$ cat config.mk
export PLATFORM = sky130hd
export DESIGN_NAME = sorted_priority_queue
export DESIGN_NICKNAME = d
export VERILOG_FILES = /design/src/spq_pkg.sv /design/src/spq_cell.sv /design/src/sorted_priority_queue.sv
export SDC_FILE = /design/constraint.sdc
export NUM_CORES = 2
export LEC_CHECK = 0
export BUFFER_PORTS_ARGS = -buffer_cell sky130_fd_sc_hd__buf_2
export CORE_MARGIN = 2
export CORE_UTILIZATION = 62
export CTS_CLUSTER_SIZE = 30
export DETAILED_ROUTE_END_ITERATION = 6
export PLACE_DENSITY = 0.8
export SYNTH_ARGS = -nofsm -noshare
export SYNTH_HDL_FRONTEND = slang
export SYNTH_SLANG_ARGS = --single-unit
$ cat constraint.sdc
create_clock -name clk -period 18.8 [get_ports clk]
set_input_delay 0 -clock clk [delete_from_list [all_inputs] [get_ports clk]]
set_output_delay 0 -clock clk [all_outputs]
set_load 0.05 [all_outputs]
$ cat src/spq_pkg.sv
`timescale 1ns / 1ps
// Shared types, codes and constants for the sorted priority queue.
// No dependencies; used by spq_cell and sorted_priority_queue.
package spq_pkg;

	// Default number of entries the queue can hold
	localparam int DEF_CAPACITY = 16;

	// Width of the reported entry count
	localparam int CNT_OUT_W = 5;

	// Request action codes
	localparam logic ACT_ENQ = 1'b0;
	localparam logic ACT_DEQ = 1'b1;

	// Result status codes
	localparam logic [1:0] ST_OK    = 2'd0;
	localparam logic [1:0] ST_EMPTY = 2'd1;
	localparam logic [1:0] ST_FULL  = 2'd2;

	// Operation broadcast to every cell
	typedef enum logic [1:0] {
		OP_HOLD,
		OP_ENQ,
		OP_DEQ
	} cell_op_t;

	// One stored entry
	typedef struct packed {
		logic [31:0] payload;
		logic [31:0] prio;
	} entry_t;

	// Broadcast command to the cell row
	typedef struct packed {
		cell_op_t op;
		entry_t   ent;
	} cell_cmd_t;

	// Request item
	typedef struct packed {
		logic        action;
		logic [31:0] payload;
		logic [31:0] priority_req;
	} req_t;

	// Result item
	typedef struct packed {
		logic [31:0]          out_payload;
		logic [31:0]          out_priority;
		logic [1:0]           status;
		logic [CNT_OUT_W-1:0] entry_count;
		logic                 is_empty;
	} rsp_t;

endpackage

$ cat src/spq_cell.sv
`timescale 1ns / 1ps
// One slot of the sorted cell row: holds an entry, compares it with the
// broadcast entry and shifts toward its neighbors. Depends on spq_pkg.
module spq_cell import spq_pkg::*; #(
	parameter int INDEX = 0,
	parameter int CNT_W = 5
) (
	input  logic             clk,
	input  cell_cmd_t        cmd,
	input  logic [CNT_W-1:0] held_count,
	input  logic             left_keep,
	input  entry_t           left_ent,
	input  entry_t           right_ent,
	output entry_t           ent,
	output logic             keep
);

	entry_t ent_q;

	// Slot stays put on enqueue when it is held and ranks at or above the new entry
	assign keep = (held_count > CNT_W'(INDEX)) && (ent_q.prio >= cmd.ent.prio);
	assign ent  = ent_q;

	// Shift or load
	always_ff @(posedge clk) begin
		case (cmd.op)
			OP_ENQ: begin
				if (!keep) begin
					if (left_keep) begin
						ent_q <= cmd.ent;
					end else begin
						ent_q <= left_ent;
					end
				end
			end
			OP_DEQ: begin
				ent_q <= right_ent;
			end
			default: begin
				ent_q <= ent_q;
			end
		endcase
	end

endmodule

$ cat src/sorted_priority_queue.sv
`timescale 1ns / 1ps
// Sorted priority queue, highest priority first, ties in arrival order.
// Request channel: req_valid / req_stall / req. Each item enqueues
// req.payload with req.priority_req (action 0) or dequeues the head
// (action 1). Every item returns one result on rsp_valid / rsp_stall / rsp:
// the dequeued entry (zero otherwise), a status (ok, dequeue on empty,
// enqueue dropped because full), the entry count and an empty flag.
// Entries live in a row of CAPACITY cells; all cells compare against the
// new entry and shift in the same cycle, so one item is taken per cycle
// while req_stall is low; its result goes to the result or skid register.
// A result register plus one skid entry sit at the output: while the
// receiver stalls, one more item is still accepted, then req_stall rises
// until the receiver takes a result.
// Reset clears the entry count and the output valid flags; the cell
// contents are not reset and are only read for held slots.
// Depends on spq_pkg and spq_cell.
module sorted_priority_queue import spq_pkg::*; #(
	parameter int CAPACITY = DEF_CAPACITY
) (
	input  logic clk,
	input  logic arst_n,
	input  logic req_valid,
	output logic req_stall,
	input  req_t req,
	output logic rsp_valid,
	input  logic rsp_stall,
	output rsp_t rsp
);

	localparam int CNT_W = $clog2(CAPACITY + 1);

	logic [CNT_W-1:0] cnt_q;
	logic [CNT_W-1:0] cnt_next;
	logic             accept;
	logic             full;
	cell_cmd_t        cmd;
	rsp_t             result;
	entry_t           cell_ent  [CAPACITY];
	logic             cell_keep [CAPACITY];
	logic [CNT_W+CNT_OUT_W-1:0] cnt_ext;

	rsp_t out_q;
	logic out_valid_q;
	rsp_t skid_q;
	logic skid_valid_q;
	logic out_take;

	assign req_stall = skid_valid_q;
	assign accept    = req_valid && !skid_valid_q;
	assign full      = (cnt_q == CNT_W'(CAPACITY));

	// Decode the item into a cell command and its result
	always_comb begin
		cmd.op   = OP_HOLD;
		cmd.ent  = '{payload: req.payload, prio: req.priority_req};
		cnt_next = cnt_q;
		result   = '0;
		if (req.action == ACT_ENQ) begin
			if (full) begin
				result.status = ST_FULL;
			end else begin
				cmd.op   = accept ? OP_ENQ : OP_HOLD;
				cnt_next = cnt_q + 1'b1;
				result.status = ST_OK;
			end
		end else begin
			if (cnt_q == '0) begin
				result.status = ST_EMPTY;
			end else begin
				cmd.op   = accept ? OP_DEQ : OP_HOLD;
				cnt_next = cnt_q - 1'b1;
				result.out_payload  = cell_ent[0].payload;
				result.out_priority = cell_ent[0].prio;
				result.status       = ST_OK;
			end
		end
		cnt_ext = {{CNT_OUT_W{1'b0}}, cnt_next};
		result.entry_count = cnt_ext[CNT_OUT_W-1:0];
		result.is_empty    = (cnt_next == '0);
	end

	// Cell row
	for (genvar i = 0; i < CAPACITY; i++) begin : g_cell
		logic   lk;
		entry_t le;
		entry_t re;
		if (i == 0) begin : g_head
			assign lk = 1'b1;
			assign le = cmd.ent;
		end else begin : g_mid
			assign lk = cell_keep[i-1];
			assign le = cell_ent[i-1];
		end
		if (i == CAPACITY - 1) begin : g_tail
			assign re = cell_ent[i];
		end else begin : g_body
			assign re = cell_ent[i+1];
		end
		spq_cell #(
			.INDEX (i),
			.CNT_W (CNT_W)
		) u_cell (
			.clk        (clk),
			.cmd        (cmd),
			.held_count (cnt_q),
			.left_keep  (lk),
			.left_ent   (le),
			.right_ent  (re),
			.ent        (cell_ent[i]),
			.keep       (cell_keep[i])
		);
	end

	// Entry count
	always_ff @(posedge clk or negedge arst_n) begin
		if (!arst_n) begin
			cnt_q <= '0;
		end else if (accept) begin
			cnt_q <= cnt_next;
		end
	end

	// Result register with one skid entry
	assign out_take = out_valid_q && !rsp_stall;

	always_ff @(posedge clk or negedge arst_n) begin
		if (!arst_n) begin
			out_valid_q  <= 1'b0;
			skid_valid_q <= 1'b0;
		end else begin
			if (accept) begin
				if (!out_valid_q || out_take) begin
					out_valid_q <= 1'b1;
				end else begin
					skid_valid_q <= 1'b1;
				end
			end else if (out_take) begin
				if (skid_valid_q) begin
					skid_valid_q <= 1'b0;
				end else begin
					out_valid_q <= 1'b0;
				end
			end
		end
	end

	always_ff @(posedge clk) begin
		if (accept) begin
			if (!out_valid_q || out_take) begin
				out_q <= result;
			end else begin
				skid_q <= result;
			end
		end else if (out_take && skid_valid_q) begin
			out_q <= skid_q;
		end
	end

	assign rsp_valid = out_valid_q;
	assign rsp       = out_q;

endmodule

==> impl_metrics.tcl <==
set metrics [dict create \
    pwr_density_cell_mw_per_mm2 149 \
    clockRootBuffer "clkbuf_16" \
    timing.rr.start "cnt_q[0]" \
    period_needed_ns 6.18 \
    worstPathMaxFanout 285 \
    drt-initial-drc-count 6533 \
    num_vias 49200 \
    synthArstFlopShare_pct 0.596 \
    synth_area_mm2 0.0682 \
    yosysSeqAreaShare_pct 51.7 \
    p_total_uw 11100 \
    h-tree-depth 3 \
    firstDrtPassIters 7 \
    worst_slew_pin_slew_ns 1.35 \
    fp.dieH_um 336 \
    synth_cell_types 63 \
    synthMuxAreaShare_pct 15.3 \
    synth_top_family_by_area "multiplexers" \
    row_count 121 \
    worst_skew_pair.late_latency_ns 0.74 \
    die_area_mm2 0.113 \
    clock_skew_ns 0.0491 \
    slew_violations 0 \
    reg2reg_setup_slack_ns 12.62 \
    grt_usage_pct 31.7 \
    grt_pass1_vias 47600 \
    status "finished, violations left" \
    drc 1 \
    hold_violations 0 \
    cts_tree "built" \
    die_w_um 336 \
    cp_cell_sequence "inv_1, ha_1, nand2_1, o21ai_1, nor2_4, buf_4, buf_12, buf_4, buf_4, buf_12, o21ai_1" \
    maxSlewHeadroom_pct 7.37 \
    avgSynthCellArea_um2 11.2 \
    synth-edff-count 1168 \
    core_area_mm2 0.109 \
    cts_buffer_depth 3 \
    final.setup.tns_ns 0 \
    dpl_cell_area_mm2 0.0697 \
    hold_path_end "rsp_valid" \
    yosys.area_share.xor_xnor_pct 0.0514 \
    drive_above_1_share_pct 9.06 \
    reg2reg_to "g_cell[13].u_cell.ent[46]" \
    violations "design-rule violations" \
    gp_congestion 0.923 \
    hold_class "input port to register" \
    grt_setup_unrepaired "no" \
    gr-total-overflow 0 \
    slowest_stage "buf_4" \
    arrival_ns 6.61 \
    drt-total-wl_um 180000 \
    rr_worst_depth 11 \
    setup_viol 0 \
    critPathMaxStageDelay_ns 1.00 \
    avgRoutedWirePerCell_um 23.8 \
    num_io_pins 143 \
    syn_inst 6072 \
    crit_required_ns 19.23 \
    cts-buffers-inserted 121 \
    p_leak_uw 0.0299 \
    area_growth_pct 9.12 \
    synth-compound-area-share_pct 10.9 \
    fin_area_mm2 0.0744 \
    synthAdderAreaFrac_pct 9.49 \
    crit_top_cell "buf_4" \
    grt_max_degree 286 \
    vias_per_cell 6.48 \
    numPortBuffers 142 \
    maxCapViolCount 0 \
    clk_pin_slew_ns 0.06 \
    hpwl_um 115000 \
    start_util_pct 62.6 \
    critPathKind "register to register" \
    vdd_drop_max_v 0.000114 \
    max_freq_ghz 0.162 \
    finalCritPeriodShare_pct 32.9 \
    grt_pass1_wl_um 277000 \
    yosys.area_share.simple_pct 9.29 \
    hp-start "rsp_stall" \
    cts-resized-gates 0 \
    ys_warn_count 0 \
    ant_nets 0 \
    synth_seq_cells 1175 \
    clock_sinks 1175 \
    synth_flop_cell "edfxtp_1" \
    layout.nets 6658 \
    start_kind "register" \
    setup.worst_path.end_class "register" \
    antenna_found_initial 5 \
    hold_depth 4 \
    synthesis.nets 6658 \
]
kinds of logic (layout without fill, tap and decap cells):
kind of cell               count (synthesis)  after routing
AOI/OAI and AO/OA                       1366           1366
xor gates and xnor gates                   4              4
adders and majority gates                517            517
buffers and inverters                    479            580
DFF                                     1175           1175
muxes                                   1025           1025
other                                      0              1
and+or+nand+nor                         1506           1506
Yosys cell counts (11+ instances only):
master	instances	area, µm²
nor4_1	13	81.3
nor2_1	62	233
buf_4	23	173
nand4_1	59	369
nand3_1	64	320
and4_1	19	166
o21ai_0	180	901
edfxtp_1	1168	35100
mux2i_1	896	8970
a221oi_1	14	123
a21oi_1	197	986
ha_1	517	6470
o21a_1	20	150
and2_1	66	413
mux2_2	129	1450
buf_2	81	405
a221o_1	11	110
o21ai_1	815	4080
inv_1	70	263
nand2b_1	14	87.6
o211ai_1	12	90.1
a2111oi_0	12	105
a21o_1	31	233
buf_6	26	293
clkbuf_1	268	1010
nand2_1	1170	4390
critical path: cells and delay by family, from the launching register on:
kind                       cells  cell delay, ns
AOI/OAI and AO/OA              2            0.34
DFF                            1            0.53
and+or+nand+nor                2            0.24
buffers and inverters          6            4.14
adders and majority gates      1            0.31
power breakdown:
part	total, µW	switching [µW]	leakage [µW]	internal (µW)
Combinational	4070	2600	0.0169	1470
Sequential	4520	476	0.0110	4050
Clock	2510	1070	0.00197	1440
stage by stage:
step | hold WS (ns) | utilization (%) | cells | worst slack [ns]
after floorplan | -0.296 | - | 6072 | 11.82
after global placement | -0.0627 | 63.9 | 7293 | 12.94
final | 0.124 | 68.3 | 7588 | 12.62
after global routing | 0.132 | 68.3 | 7588 | 12.05
after CTS | 0.0831 | 68.3 | 7587 | 12.69
after detailed placement | -0.0633 | 63.9 | 7293 | 12.71
worst max path at each step:
stage	cells past startpoint	slack [ns]	end	from
global placement	11	12.94	g_cell[2].u_cell.ent[51]	cnt_q[0]
finish	11	12.62	g_cell[13].u_cell.ent[46]	cnt_q[0]
global route	11	12.05	g_cell[6].u_cell.ent[46]	cnt_q[1]
detailed placement	11	12.71	g_cell[5].u_cell.ent[51]	cnt_q[0]
CTS	11	12.69	g_cell[11].u_cell.ent[51]	cnt_q[0]
floorplan	12	11.82	g_cell[14].u_cell.ent[0]	req[21]
state kept, by name, summed over array words and instances, names as in the netlist:
signal and cells:
skid_q 72, g_cell.u_cell.ent 1024, rsp_valid 1, cnt_q 5, req_stall 1, rsp 72
final cells by class:
type	instances	area [µm²]
fill	7808	34600
inverter	70	263
clock buffer	143	3130
clock inverter	81	902
sequential	1175	35200
tap	1414	1770
timing repair buffer	286	2000
multi-input combinational	4418	31100
antenna	1	2.50
what timing repair did:
item	CTS	global route
setup buffers	0	0
setup endpoints to repair	0	0
hold endpoints to repair	1050	0
hold buffers	70	0
layout by cell type (no fill, tap or decap), types with 12 or more instances in the layout:
master            n
bufinv_16        19
a21oi_1         194
edfxtp_1       1168
nand3_1          64
nand2_1        1155
clkbuf_16       122
dlygate4sd3_1    70
a2111oi_0        12
buf_2           142
nand2b_1         14
clkbuf_1         21
nor4_1           13
nand4_1          59
a21o_1           31
clkinv_2         22
and2_1           66
mux2i_1         896
mux2_2          129
clkinv_1         31
o21ai_1         814
o211ai_1         12
ha_1            517
nor2_1           61
a221oi_1         14
buf_4            71
and4_1           19
o21ai_0         179
o21a_1           20
nand2_4          15
inv_1            70
routing by layer:
layer | GRT usage [%] | share of wire [%] | vias to the layer above
li1 | - | - | 22500
met1 | 45.1 | 41 | 23800
met2 | 48.9 | 45 | 2530
met3 | 5.31 | 10 | 367
met4 | 11.7 | 3.5 | 2
met5 | 0 | 0.0072 | -
Note: power is estimated with default switching activity, not from simulation.
